## config.mk

```make
export PLATFORM = sky130hd
export DESIGN_NAME = crystal_cluster_e2e9_spike
export DESIGN_NICKNAME = d
export VERILOG_FILES = /design/src/sv/ccs_pkg.sv /design/src/sv/crystal_cluster_e2e9_spike.sv /design/src/sv/ccs_front.sv /design/src/sv/ccs_job_fifo.sv /design/src/sv/ccs_divider.sv
export SDC_FILE = /design/constraint.sdc
export NUM_CORES = 1
export LEC_CHECK = 0
export BUFFER_PORTS_ARGS = -buffer_cell sky130_fd_sc_hd__buf_2
export CORE_MARGIN = 2
export CORE_UTILIZATION = 60
export DETAILED_ROUTE_END_ITERATION = 10
export PLACE_DENSITY_LB_ADDON = 0.12
export SLEW_MARGIN = 10
export SYNTH_ARGS = -nofsm -noshare
export SYNTH_HDL_FRONTEND = slang
export SYNTH_HIERARCHICAL = 1
export SYNTH_SLANG_ARGS = --single-unit
```

## constraint.sdc

```tcl
create_clock -name i_clk -period 15.1 [get_ports i_clk]
set_input_delay 3.02 -clock i_clk [delete_from_list [all_inputs] [get_ports i_clk]]
set_output_delay 3.02 -clock i_clk [all_outputs]
set_load 0.02 [all_outputs]
```

## src/sv/ccs_pkg.sv

```systemverilog
`timescale 1ns / 1ps
// ----------------------------------------------------------------------------
// ccs_pkg: shared types and constants of the crystal cluster spike filter
// Field widths, configuration register indexes, reset values and the
// structures passed between the front, the job queue and the divider.
// ----------------------------------------------------------------------------
package ccs_pkg;

    localparam int ENERGY_BITS    = 24;
    localparam int HIT_INDEX_BITS = 10;

    localparam int ETA_BITS       = 8;
    localparam int PHI_BITS       = 9;
    localparam int MAX_HITS_BITS  = 10;
    localparam int THRESH_BITS    = 16;
    localparam int FLOOR_BITS     = 24;
    localparam int LIMIT_BITS     = 7;
    localparam int RATIO_BITS     = 19;
    localparam int FRAC_BITS      = 15;

    localparam int CFG_INDEX_BITS = 2;
    localparam int CFG_DATA_BITS  = 24;

    // The neighbor maximum holds either a hit energy or the floor value.
    localparam int NMAX_BITS = (ENERGY_BITS > FLOOR_BITS) ? ENERGY_BITS : FLOOR_BITS;
    localparam int NUM_BITS  = NMAX_BITS + 1;
    localparam int SUM_BITS  = ENERGY_BITS + HIT_INDEX_BITS;
    localparam int POS_CMP_BITS =
        (HIT_INDEX_BITS > MAX_HITS_BITS) ? HIT_INDEX_BITS : MAX_HITS_BITS;

    // Divider sizes: magnitude of the numerator scaled to Q15 over a
    // positive window sum.
    localparam int DVD_BITS = NUM_BITS + FRAC_BITS;
    localparam int DVS_BITS = SUM_BITS - 1;
    localparam int CNT_BITS = $clog2(DVD_BITS + 1);

    localparam int PHI_WRAP = 359;

    localparam logic [MAX_HITS_BITS-1:0]      MAX_HITS_RST = MAX_HITS_BITS'(100);
    localparam logic [THRESH_BITS-1:0]        THRESH_RST   = THRESH_BITS'(31130);
    localparam logic signed [FLOOR_BITS-1:0]  FLOOR_RST    = -FLOOR_BITS'(10000);
    localparam logic [LIMIT_BITS-1:0]         LIMIT_RST    = LIMIT_BITS'(85);

    typedef enum logic [CFG_INDEX_BITS-1:0] {
        CFG_MAX_HITS    = 2'd0,
        CFG_SPIKE_THR   = 2'd1,
        CFG_NBR_FLOOR   = 2'd2,
        CFG_ETA_LIMIT   = 2'd3
    } t_cfg_index;

    typedef struct packed {
        logic [MAX_HITS_BITS-1:0]     max_hits;
        logic [THRESH_BITS-1:0]       spike_threshold;
        logic signed [FLOOR_BITS-1:0] neighbor_floor;
        logic [LIMIT_BITS-1:0]        barrel_eta_limit;
    } t_cfg;

    // One finished cluster waiting for its division.
    typedef struct packed {
        logic signed [NUM_BITS-1:0] num;
        logic signed [SUM_BITS-1:0] sum;
    } t_job;

    typedef struct packed {
        logic signed [RATIO_BITS-1:0] ratio;
        logic                         is_spike;
        logic                         no_energy;
    } t_result;

endpackage

```

## src/sv/crystal_cluster_e2e9_spike.sv

```systemverilog
`timescale 1ns / 1ps
// ----------------------------------------------------------------------------
// crystal_cluster_e2e9_spike: E2/E9 spike filter for calorimeter clusters
// Accumulates the 3x3 window around the seed crystal of each cluster and
// reports (neighbor maximum + seed energy) / window sum in signed Q15 with a
// spike flag and an empty-window flag.
// ----------------------------------------------------------------------------
//
//  Channel   Handshake               Beat contents
//  -------   ---------------------   ------------------------------------------
//  hits      push / full             i_eta_index, i_phi_index, i_energy,
//                                    i_last_hit
//  results   pop / empty             o_ratio, o_is_spike, o_no_energy
//  config    i_cfg_valid/o_cfg_ready i_cfg_index, i_cfg_data
//
// A hit beat is taken and folded into the running window sum and neighbor
// maximum, so hits of a cluster stream at one per cycle while full is low.
// The last hit of a cluster places a job in a two-entry queue; the back end
// then registers the result directly for an empty window, or else forms the
// quotient one bit per step over the 40-bit scaled numerator and saturates
// it before the result appears, and it holds that result until it is popped.
// full rises only while the job queue holds two clusters, so the front
// stalls only when short clusters arrive faster than the back end finishes
// them, or while a result waits unpopped and the queue behind it fills.
// Reset is synchronous and active low; it restores the register defaults and
// starts a fresh cluster. The config port is always ready for every write.
// ----------------------------------------------------------------------------
module crystal_cluster_e2e9_spike (
    input  logic                                      i_clk,
    input  logic                                      i_rst_n,

    input  logic                                      push,
    output logic                                      full,
    input  logic signed [ccs_pkg::ETA_BITS-1:0]       i_eta_index,
    input  logic [ccs_pkg::PHI_BITS-1:0]              i_phi_index,
    input  logic signed [ccs_pkg::ENERGY_BITS-1:0]    i_energy,
    input  logic                                      i_last_hit,

    output logic                                      empty,
    input  logic                                      pop,
    output logic signed [ccs_pkg::RATIO_BITS-1:0]     o_ratio,
    output logic                                      o_is_spike,
    output logic                                      o_no_energy,

    input  logic                                      i_cfg_valid,
    output logic                                      o_cfg_ready,
    input  logic [ccs_pkg::CFG_INDEX_BITS-1:0]        i_cfg_index,
    input  logic [ccs_pkg::CFG_DATA_BITS-1:0]         i_cfg_data
);

    ccs_pkg::t_cfg    r_cfg;
    ccs_pkg::t_job    front_job;
    ccs_pkg::t_job    queue_job;
    ccs_pkg::t_result result;
    logic             hit_accept;
    logic             job_push;
    logic             job_pop;
    logic             job_valid;
    logic             queue_full;

    // The config port never stalls.
    assign o_cfg_ready = 1'b1;

    always_ff @(posedge i_clk) begin
        if (!i_rst_n) begin
            r_cfg.max_hits         <= ccs_pkg::MAX_HITS_RST;
            r_cfg.spike_threshold  <= ccs_pkg::THRESH_RST;
            r_cfg.neighbor_floor   <= ccs_pkg::FLOOR_RST;
            r_cfg.barrel_eta_limit <= ccs_pkg::LIMIT_RST;
        end else if (i_cfg_valid) begin
            unique case (ccs_pkg::t_cfg_index'(i_cfg_index))
                ccs_pkg::CFG_MAX_HITS:
                    r_cfg.max_hits <= i_cfg_data[ccs_pkg::MAX_HITS_BITS-1:0];
                ccs_pkg::CFG_SPIKE_THR:
                    r_cfg.spike_threshold <= i_cfg_data[ccs_pkg::THRESH_BITS-1:0];
                ccs_pkg::CFG_NBR_FLOOR:
                    r_cfg.neighbor_floor <= $signed(i_cfg_data[ccs_pkg::FLOOR_BITS-1:0]);
                ccs_pkg::CFG_ETA_LIMIT:
                    r_cfg.barrel_eta_limit <= i_cfg_data[ccs_pkg::LIMIT_BITS-1:0];
                default: ;
            endcase
        end
    end

    // A hit beat is refused only while the job queue is full, so the last
    // hit of a cluster always finds room for its job.
    assign full       = queue_full;
    assign hit_accept = push && !queue_full;

    ccs_front u_front (
        .i_clk       (i_clk),
        .i_rst_n     (i_rst_n),
        .i_cfg       (r_cfg),
        .i_accept    (hit_accept),
        .i_eta_index (i_eta_index),
        .i_phi_index (i_phi_index),
        .i_energy    (i_energy),
        .i_last_hit  (i_last_hit),
        .o_job_push  (job_push),
        .o_job       (front_job)
    );

    ccs_job_fifo u_job_fifo (
        .i_clk   (i_clk),
        .i_rst_n (i_rst_n),
        .i_push  (job_push),
        .i_job   (front_job),
        .i_pop   (job_pop),
        .o_job   (queue_job),
        .o_valid (job_valid),
        .o_full  (queue_full)
    );

    ccs_divider u_divider (
        .i_clk       (i_clk),
        .i_rst_n     (i_rst_n),
        .i_threshold (r_cfg.spike_threshold),
        .i_job_valid (job_valid),
        .i_job       (queue_job),
        .o_job_pop   (job_pop),
        .i_pop       (pop && !empty),
        .o_empty     (empty),
        .o_result    (result)
    );

    assign o_ratio     = result.ratio;
    assign o_is_spike  = result.is_spike;
    assign o_no_energy = result.no_energy;

    a_spike_needs_ratio: assert property (@(posedge i_clk) disable iff (!i_rst_n)
        (!empty && o_is_spike) |-> (!o_no_energy && !o_ratio[ccs_pkg::RATIO_BITS-1]))
        else $error("spike flagged without a positive ratio");

endmodule

```

## src/sv/ccs_front.sv

```systemverilog
`timescale 1ns / 1ps
// ----------------------------------------------------------------------------
// ccs_front: per-hit accumulation
// Latches the seed, tests each hit against the 3x3 window around it, the eta
// limit and max_hits, keeps the window sum and the neighbor maximum, and
// hands a job to the queue on the last hit of a cluster.
// ----------------------------------------------------------------------------
module ccs_front (
    input  logic                                   i_clk,
    input  logic                                   i_rst_n,
    input  ccs_pkg::t_cfg                          i_cfg,
    input  logic                                   i_accept,
    input  logic signed [ccs_pkg::ETA_BITS-1:0]    i_eta_index,
    input  logic [ccs_pkg::PHI_BITS-1:0]           i_phi_index,
    input  logic signed [ccs_pkg::ENERGY_BITS-1:0] i_energy,
    input  logic                                   i_last_hit,
    output logic                                   o_job_push,
    output ccs_pkg::t_job                          o_job
);

    logic signed [ccs_pkg::ETA_BITS-1:0]    r_seed_eta,    n_seed_eta;
    logic [ccs_pkg::PHI_BITS-1:0]           r_seed_phi,    n_seed_phi;
    logic signed [ccs_pkg::ENERGY_BITS-1:0] r_seed_energy, n_seed_energy;
    logic signed [ccs_pkg::SUM_BITS-1:0]    r_sum,         n_sum;
    logic signed [ccs_pkg::NMAX_BITS-1:0]   r_nmax,        n_nmax;
    logic [ccs_pkg::HIT_INDEX_BITS-1:0]     r_pos,         n_pos;

    logic                                   is_seed;
    logic                                   in_window;
    logic                                   use_hit;
    logic [ccs_pkg::ETA_BITS-1:0]           abs_eta;
    logic signed [ccs_pkg::ETA_BITS:0]      sh_seed;
    logic signed [ccs_pkg::ETA_BITS:0]      sh_hit;
    logic signed [ccs_pkg::ETA_BITS:0]      d_eta;
    logic signed [ccs_pkg::PHI_BITS:0]      d_phi;
    logic signed [ccs_pkg::SUM_BITS-1:0]    sum_base;
    logic signed [ccs_pkg::NMAX_BITS-1:0]   nmax_base;
    logic signed [ccs_pkg::NMAX_BITS-1:0]   energy_ext;
    logic [ccs_pkg::POS_CMP_BITS-1:0]       pos_ext;
    logic [ccs_pkg::POS_CMP_BITS-1:0]       max_ext;

    always_comb begin
        is_seed       = (r_pos == '0);
        n_seed_eta    = is_seed ? i_eta_index : r_seed_eta;
        n_seed_phi    = is_seed ? i_phi_index : r_seed_phi;
        n_seed_energy = is_seed ? i_energy    : r_seed_energy;
        sum_base      = is_seed ? '0 : r_sum;
        nmax_base     = is_seed ? ccs_pkg::NMAX_BITS'(i_cfg.neighbor_floor) : r_nmax;

        abs_eta = i_eta_index[ccs_pkg::ETA_BITS-1] ? ccs_pkg::ETA_BITS'(-i_eta_index)
                                                   : ccs_pkg::ETA_BITS'(i_eta_index);
        pos_ext = ccs_pkg::POS_CMP_BITS'(r_pos);
        max_ext = ccs_pkg::POS_CMP_BITS'(i_cfg.max_hits);

        // Negative eta indices move up by one so that the barrel has no gap.
        sh_seed = (ccs_pkg::ETA_BITS+1)'(n_seed_eta)
                + $signed({{ccs_pkg::ETA_BITS{1'b0}}, n_seed_eta[ccs_pkg::ETA_BITS-1]});
        sh_hit  = (ccs_pkg::ETA_BITS+1)'(i_eta_index)
                + $signed({{ccs_pkg::ETA_BITS{1'b0}}, i_eta_index[ccs_pkg::ETA_BITS-1]});
        d_eta   = sh_seed - sh_hit;
        d_phi   = $signed({1'b0, n_seed_phi}) - $signed({1'b0, i_phi_index});

        // A phi step across the 360/1 boundary counts as a single step.
        in_window = ((d_eta >= -1) && (d_eta <= 1))
                 && ((d_phi >= -1) && (d_phi <= 1)
                     || (d_phi == (ccs_pkg::PHI_BITS+1)'(ccs_pkg::PHI_WRAP))
                     || (d_phi == -(ccs_pkg::PHI_BITS+1)'(ccs_pkg::PHI_WRAP)));

        use_hit = (pos_ext < max_ext)
               && (abs_eta <= {1'b0, i_cfg.barrel_eta_limit})
               && in_window;

        energy_ext = ccs_pkg::NMAX_BITS'(i_energy);
        n_sum      = use_hit ? sum_base + ccs_pkg::SUM_BITS'(i_energy) : sum_base;
        n_nmax     = (use_hit && !is_seed && (energy_ext > nmax_base)) ? energy_ext
                                                                       : nmax_base;

        if (i_last_hit) begin
            n_pos = '0;
        end else if (r_pos != '1) begin
            n_pos = r_pos + 1'b1;
        end else begin
            n_pos = r_pos;
        end

        o_job_push = i_accept && i_last_hit;
        o_job.num  = ccs_pkg::NUM_BITS'(n_nmax) + ccs_pkg::NUM_BITS'(n_seed_energy);
        o_job.sum  = n_sum;
    end

    always_ff @(posedge i_clk) begin
        if (!i_rst_n) begin
            r_seed_eta    <= '0;
            r_seed_phi    <= '0;
            r_seed_energy <= '0;
            r_sum         <= '0;
            r_nmax        <= ccs_pkg::NMAX_BITS'(ccs_pkg::FLOOR_RST);
            r_pos         <= '0;
        end else if (i_accept) begin
            r_seed_eta    <= n_seed_eta;
            r_seed_phi    <= n_seed_phi;
            r_seed_energy <= n_seed_energy;
            r_sum         <= n_sum;
            r_nmax        <= n_nmax;
            r_pos         <= n_pos;
        end
    end

    a_pos_restart: assert property (@(posedge i_clk) disable iff (!i_rst_n)
        (i_accept && i_last_hit) |=> (r_pos == '0))
        else $error("hit position did not restart after the last hit");

endmodule

```

## src/sv/ccs_job_fifo.sv

```systemverilog
`timescale 1ns / 1ps
// ----------------------------------------------------------------------------
// ccs_job_fifo: two-entry queue of finished clusters
// Decouples hit accumulation from the division so each side stalls alone.
// ----------------------------------------------------------------------------
module ccs_job_fifo (
    input  logic          i_clk,
    input  logic          i_rst_n,
    input  logic          i_push,
    input  ccs_pkg::t_job i_job,
    input  logic          i_pop,
    output ccs_pkg::t_job o_job,
    output logic          o_valid,
    output logic          o_full
);

    ccs_pkg::t_job r_mem [2];
    logic          r_wr_ptr;
    logic          r_rd_ptr;
    logic [1:0]    r_count;

    assign o_job   = r_mem[r_rd_ptr];
    assign o_valid = (r_count != 2'd0);
    assign o_full  = (r_count == 2'd2);

    always_ff @(posedge i_clk) begin
        if (i_push) begin
            r_mem[r_wr_ptr] <= i_job;
        end
    end

    always_ff @(posedge i_clk) begin
        if (!i_rst_n) begin
            r_wr_ptr <= 1'b0;
            r_rd_ptr <= 1'b0;
            r_count  <= 2'd0;
        end else begin
            if (i_push) begin
                r_wr_ptr <= ~r_wr_ptr;
            end
            if (i_pop) begin
                r_rd_ptr <= ~r_rd_ptr;
            end
            r_count <= r_count + {1'b0, i_push} - {1'b0, i_pop};
        end
    end

    a_no_overflow: assert property (@(posedge i_clk) disable iff (!i_rst_n)
        !(i_push && o_full && !i_pop))
        else $error("job queue written while full");

    a_no_underflow: assert property (@(posedge i_clk) disable iff (!i_rst_n)
        !(i_pop && !o_valid))
        else $error("job queue read while empty");

endmodule

```

## src/sv/ccs_divider.sv

```systemverilog
`timescale 1ns / 1ps
// ----------------------------------------------------------------------------
// ccs_divider: ratio back end
// Takes one job at a time, marks a window sum of zero or less as empty, or
// divides the Q15-scaled numerator magnitude by the sum one quotient bit per
// cycle, saturates, applies the sign and the spike threshold, and holds it until popped.
// ----------------------------------------------------------------------------
module ccs_divider (
    input  logic                              i_clk,
    input  logic                              i_rst_n,
    input  logic [ccs_pkg::THRESH_BITS-1:0]   i_threshold,
    input  logic                              i_job_valid,
    input  ccs_pkg::t_job                     i_job,
    output logic                              o_job_pop,
    input  logic                              i_pop,
    output logic                              o_empty,
    output ccs_pkg::t_result                  o_result
);

    localparam logic [ccs_pkg::DVD_BITS-1:0] POS_LIM =
        ccs_pkg::DVD_BITS'(2**(ccs_pkg::RATIO_BITS-1) - 1);
    localparam logic [ccs_pkg::DVD_BITS-1:0] NEG_LIM =
        ccs_pkg::DVD_BITS'(2**(ccs_pkg::RATIO_BITS-1));

    typedef enum logic [1:0] {
        S_IDLE,
        S_DIV,
        S_FIN,
        S_OUT
    } t_state;

    t_state                           r_state;
    logic [ccs_pkg::DVS_BITS-1:0]     r_rem;
    logic [ccs_pkg::DVS_BITS-1:0]     r_div;
    logic [ccs_pkg::DVD_BITS-1:0]     r_quot;
    logic [ccs_pkg::CNT_BITS-1:0]     r_cnt;
    logic                             r_neg;
    ccs_pkg::t_result                 r_result;

    logic [ccs_pkg::DVS_BITS:0]       trial;
    logic                             fits;
    logic [ccs_pkg::NUM_BITS-1:0]     num_mag;
    logic [ccs_pkg::DVD_BITS-1:0]     q_sat;
    logic signed [ccs_pkg::RATIO_BITS-1:0] ratio_fin;

    always_comb begin
        trial   = {r_rem, r_quot[ccs_pkg::DVD_BITS-1]};
        fits    = (trial >= {1'b0, r_div});
        num_mag = i_job.num[ccs_pkg::NUM_BITS-1] ? ccs_pkg::NUM_BITS'(-i_job.num)
                                                 : ccs_pkg::NUM_BITS'(i_job.num);
        if (r_neg) begin
            q_sat = (r_quot > NEG_LIM) ? NEG_LIM : r_quot;
            ratio_fin = -$signed(q_sat[ccs_pkg::RATIO_BITS-1:0]);
        end else begin
            q_sat = (r_quot > POS_LIM) ? POS_LIM : r_quot;
            ratio_fin = $signed(q_sat[ccs_pkg::RATIO_BITS-1:0]);
        end
        o_job_pop = (r_state == S_IDLE) && i_job_valid;
        o_empty   = (r_state != S_OUT);
        o_result  = r_result;
    end

    always_ff @(posedge i_clk) begin
        if (!i_rst_n) begin
            r_state  <= S_IDLE;
            r_result <= '0;
            r_rem    <= '0;
            r_div    <= '0;
            r_quot   <= '0;
            r_cnt    <= '0;
            r_neg    <= 1'b0;
        end else begin
            unique case (r_state)
                S_IDLE: begin
                    if (i_job_valid) begin
                        if (i_job.sum <= 0) begin
                            r_result.ratio     <= '0;
                            r_result.is_spike  <= 1'b0;
                            r_result.no_energy <= 1'b1;
                            r_state            <= S_OUT;
                        end else begin
                            r_rem   <= '0;
                            r_div   <= i_job.sum[ccs_pkg::DVS_BITS-1:0];
                            r_quot  <= {num_mag, {ccs_pkg::FRAC_BITS{1'b0}}};
                            r_neg   <= i_job.num[ccs_pkg::NUM_BITS-1];
                            r_cnt   <= ccs_pkg::CNT_BITS'(ccs_pkg::DVD_BITS);
                            r_state <= S_DIV;
                        end
                    end
                end
                S_DIV: begin
                    r_rem  <= fits ? ccs_pkg::DVS_BITS'(trial - {1'b0, r_div})
                                   : ccs_pkg::DVS_BITS'(trial);
                    r_quot <= {r_quot[ccs_pkg::DVD_BITS-2:0], fits};
                    r_cnt  <= r_cnt - 1'b1;
                    if (r_cnt == ccs_pkg::CNT_BITS'(1)) begin
                        r_state <= S_FIN;
                    end
                end
                S_FIN: begin
                    r_result.ratio     <= ratio_fin;
                    r_result.is_spike  <= !r_neg
                        && (q_sat > ccs_pkg::DVD_BITS'(i_threshold));
                    r_result.no_energy <= 1'b0;
                    r_state            <= S_OUT;
                end
                S_OUT: begin
                    if (i_pop) begin
                        r_state <= S_IDLE;
                    end
                end
                default: r_state <= S_IDLE;
            endcase
        end
    end

    a_rem_below_div: assert property (@(posedge i_clk) disable iff (!i_rst_n)
        (r_state == S_DIV) |-> (r_rem < r_div))
        else $error("partial remainder not below the divisor");

    a_no_energy_zero: assert property (@(posedge i_clk) disable iff (!i_rst_n)
        (r_state == S_OUT && r_result.no_energy) |->
            (r_result.ratio == '0 && !r_result.is_spike))
        else $error("empty window produced a nonzero ratio or spike");

endmodule

```

### Yosys cells after proc, flatten, opt, wreduce, memory -nomap -nowiden

Memory sizes are Yosys's and may differ from the RTL's. A register that Yosys moved wholly into a read port is not among the register bits.
Index checks and enable logic that the tools add are counted.

* order comparisons: 12
* add/subtract/negate cells: 14
* bitwise gates (word level): 3
* equality and inequality tests: 17
* reductions and logical operators: 34
* multiplexer cells: 37

Operators with widths (number)
* 40-bit 2-to-1 mux: 5
* 33-bit 2-to-1 mux: 3
* 40-bit case mux with 2 select lines: 1
* 24-bit 2-to-1 mux: 3
* 34-bit 2-to-1 mux: 2
* 33-bit case mux with 2 select lines: 1
* 21-bit 2-to-1 mux: 2
* 21-bit case mux with 2 select lines: 1
* 40-bit by 16-bit > comparator with 1-bit output: 1
* 40-bit by 18-bit > comparator with 1-bit output, second input constant: 1
* 40-bit by 19-bit > comparator with 1-bit output, second input constant: 1
* 34-bit by 24-bit adder with 34-bit output: 1
* 34-bit by 33-bit >= comparator with 1-bit output: 1
* 34-bit by 1-bit <= comparator with 1-bit output, second input constant: 1
* 33-bit subtractor: 1
* 24-bit by 24-bit adder with 25-bit output: 1
* 25-bit 2-to-1 mux: 1
* 25-bit negator: 1
* 24-bit > comparator: 1
* 10-bit equality test, second input constant: 2
* 10-bit 2-to-1 mux: 2
* 19-bit 2-to-1 mux: 1
* 19-bit negator: 1
* 8-bit by 2-bit adder with 9-bit output: 2
* 35 further kinds: 80

* memory bits (writable): 118
* memories: 1
* bits in registers: 306

Memories
* u_job_fifo.r_mem: depth 2, width 59, rd ports 1, clocked after memory_dff 1, wr ports 1, line ccs_job_fifo.sv:17 `ccs_pkg::t_job r_mem [2];`

### Depth between registers and ports, before layout

* depth in word-level cells: 13
* gate-level depth with buffers: 41

### Modules after synthesis

Netlist, hierarchy kept.

Modules (own cells, without submodules)
* ccs_front: area each 10582.6 um^2, sequential area each 2182.1 um^2, cells an instance 1382, times used 1
* ccs_divider: area each 9112.5 um^2, sequential area each 2722.6 um^2, cells an instance 1220, times used 1
* ccs_job_fifo: area each 4530.6 um^2, sequential area each 3643.5 um^2, cells an instance 205, times used 1
* crystal_cluster_e2e9_spike: area each 2331.0 um^2, sequential area each 1141.1 um^2, cells an instance 238, times used 1

### Worst setup path before layout

OpenSTA, ideal clock, no wires.

* path type: in2reg
* from: input i_eta_index[0] (netlist name)
* to: memory u_job_fifo/r_mem[0][56] (netlist name) (data pin)
* data required time: 14834 ps
* arrival: 10154 ps
* stages on the path: 34
* path slack: 4680 ps
* library setup time: 266 ps
* cells stage by stage: inv_1 o21ai_0 fa_1 inv_1 fa_1 inv_1 ha_1 inv_1 fa_1 and2b_1 o22ai_1 xor2_1 or4_4 nor2_1 ha_1 o41ai_2 a21oi_1 or4b_1 clkbuf_1 or3_1 buf_6 buf_2 nor2_1 nor2_1 ha_1 or3_1 or4b_2 o2111ai_1 a21oi_1 nor4_1 nor3_1 a211oi_1 a21oi_1 xor2_1

RTL lines
* start, declared: line crystal_cluster_e2e9_spike.sv:34 `input logic signed [ccs_pkg::ETA_BITS-1:0] i_eta_index,`
* end, declared: line ccs_job_fifo.sv:17

==> metrics.yaml <==
detailed_routing:
  dr.pass1.iters: 5
  ant_nets: 0
  vias_per_cell: 5.99
  wire_per_inst_um: 18.5
  drt_iter0_drc: 1763
  drc_errors: 0
  vias: 22100
  wl_um: 68000
global_route:
  grt_pass1_wl_um: 109000
  grt_max_degree: 88
  grt_pass1_vias: 21100
  grt_use_total_pct: 29.0
  grt_overflow_total: 0
  antenna_found_initial: 2
cts:
  cts.clk_slew.worst_paths_ps: 60
  post-cts-setup-buffers: 0
  cts_hold_buffers: 0
  ctsResizeCount: 0
  cts_buffers: 47
  clkLatencyLatePin_ps: 590
  cts.path.max_buffers: 3
  htreeDepth: 2
  clock-root-buffer: "clkbuf_16"
  tritoncts: "done"
  cts_sinks: 425
setup_path:
  cp.depth: 33
  end_kind: "flop"
  critPathSlowestCell: "or3_2"
  start_kind: "input port"
  critical-path-top-delay-family: "simple AND/OR/NAND/NOR gates"
  worstSetupPathType: "in -> reg"
  crit_top_cell: "inv_1"
  arrival_ps: 11690
  cp_max_fo: 64
  reg2reg_depth: 34
  path_buf_inv: 6
  worstPathRequired_ps: 15420
  cp_slowest_stage_delay_ps: 920
timing:
  finalHoldViolations: 0
  slew_violations: 0
  finClkSkew_ps: 14.6
  setup_viol: 0
  maxClockFrequency_mhz: 87.9
  hold-worst-slack_ps: 455
  post-route-min-period_ps: 11370
  finalCritPeriodShare_pct: 75.3
  rsz0062_at_grt: "no"
  maxSlewHeadroom_pct: 28.5
  fin_setup_tns_ps: 0
  tightest_slew_ps: 1070
yosys:
  synth_top_cell_by_area: "dfxtp_1"
  async_flop_share_pct: 0
  synth_compound_area_share_pct: 17.0
  synthXorXnorAreaFrac_pct: 4.04
  synth_top_family_by_area: "simple AND/OR/NAND/NOR gates"
  synthMuxAreaShare_pct: 8.61
  synth_ff_type: "dfxtp_1"
  synth_top_area_share_pct: 23.1
  synth.area.top_cells: "dfxtp_1, edfxtp_1, ha_1"
  yosysWarnings: 6
  syn_avg_cell_area_um2: 8.72
  ys_seq_area_share_pct: 36.5
  syn_area_um2: 26600
  synthAdderAreaFrac_pct: 9.43
  synth_nets: 3314
  synthSimpleGateAreaFrac_pct: 19.5
  synth_common_cells: "nand2_1, dfxtp_1, nor2_1, ha_1, o21ai_0"
  synth_seq_cells: 425
  synth_edf_count: 118
  synth_most_common_cell: "nand2_1"
  synthesis.instances: 3045
  synth.distinct_cells: 99
floorplanning:
  initial_core_util_pct: 60.4
  rows: 77
  num_io_pins: 97
  dieHeight_um: 214
  die_width_um: 214
  die_area_um2: 46000
  core_area_um2: 43900
layout:
  nets: 3319
  multi_input_area_um2: 15600
  nFillCells: 3750
  drive_gt1_share_pct: 11.6
  area.sequential_um2: 9690
  area_delta_synth_final_pct: 8.79
status:
  status: "finished clean"
power_and_ir_drop:
  total_power_mw: 5.44
  vdd_drop_max_uv: 346
  power-per-cell-area_nw_per_um2: 188
  p_leak_nw: 12.3
placed_design:
  dp_hpwl_um: 48400
  place_congestion: 0.910
  portBuffers: 95
min_path:
  worstHoldPathCells: 2
  hp-class: "reg -> reg"
run:
  max_cap_violations: 0
## per-layer routing
| layer | routed length (um) | track usage (%) |
|---|---|---|
| met2 | 31200 | 47.6 |
| met1 | 31700 | 39.9 |
| met4 | 1870 | 9.93 |
| met3 | 3250 | 3.29 |
| met5 | 13 | 0 |
## layout by cell type, fill, tap and decap left out, types with 56 or more instances in the layout
cell        n
nand2_1   333
dfxtp_1   306
nor2_1    274
ha_1      188
o21ai_0   186
a21oi_1   170
inv_1     158
mux2i_1   120
edfxtp_1  118
buf_2      94
mux2_2     83
nor3_1     78
nand3_1    65
xor2_1     64
and2_1     60
xnor2_1    56
## flip-flops by register name, indices dropped and copies added, names as in the netlist, 6 cells and up, named ones only
signal,count
u_divider/r_div,33
u_front/r_nmax,24
u_divider/r_quot,40
u_front/r_sum,34
u_divider/r_rem,33
u_divider/o_result,21
u_front/r_seed_phi,9
r_cfg,57
u_front/r_seed_energy,24
u_divider/r_cnt,6
u_front/r_seed_eta,8
u_job_fifo/r_mem,118
u_front/pos_ext,10
## power breakdown
| part | leakage [nW] | switching [mW] | internal, mW |
|---|---|---|---|
| combinational | 7.88 | 1.75 | 1.06 |
| sequential | 3.61 | 0.0914 | 1.33 |
| clock | 0.781 | 0.482 | 0.719 |
## cell families (layout without fill, tap and decap cells)
| logic type | after synthesis | count (layout) |
|---|---|---|
| DFF | 425 | 425 |
| other | 1 | 2 |
| buffers and inverters | 323 | 365 |
| xor gates and xnor gates | 121 | 121 |
| AOI/OAI and AO/OA | 694 | 694 |
| and+or+nand+nor | 1072 | 1072 |
| muxes | 213 | 213 |
| adders and majority gates | 196 | 196 |
## layout make-up
| type | instances | share of cell area, % |
|---|---|---|
| Clock inverter | 26 | 1.06 |
| Antenna cell | 1 | 0.00866 |
| Sequential cell | 425 | 33.5 |
| Inverter | 161 | 2.09 |
| Tap cell | 592 | 2.56 |
| Clock buffer | 60 | 4.55 |
| Timing Repair Buffer | 118 | 2.25 |
| Multi-Input combinational cell | 2297 | 53.9 |
## worst register-to-register path, delay by kind of cell (launching register included)
family,cells,cell delay (ps)
AO/OA/AOI/OAI,8,1880
buffers and inverters,5,1840
adder cells (fa/ha/maj),6,1450
AND/OR/NAND/NOR,13,3980
XOR/XNOR,2,340
flip-flops,1,430
## final timing paths
path                              start                 endpoint  slack, ps
hold / removal    u_divider/o_result[5]    u_divider/o_result[5]        450
hold reg to reg   u_divider/o_result[5]    u_divider/o_result[5]        450
setup / recovery         i_eta_index[0]  u_job_fifo/r_mem[1][56]       3730
setup reg to reg     u_front/pos_ext[0]  u_job_fifo/r_mem[1][56]       4930
## through the flow
stage | std cells | util, % | setup slack, ps | instance area, um^2
floorplan | 3045 | - | 4680 | 26600
global placement | 3593 | 62.1 | 3290 | 27300
detailed placement | 3593 | 62.1 | 3180 | 27300
CTS | 3679 | 65.8 | 3790 | 28900
global route | 3680 | 65.8 | 3140 | 28900
finish | 3680 | 65.8 | 3730 | 28900
Note: power is estimated with default switching activity, not from simulation.
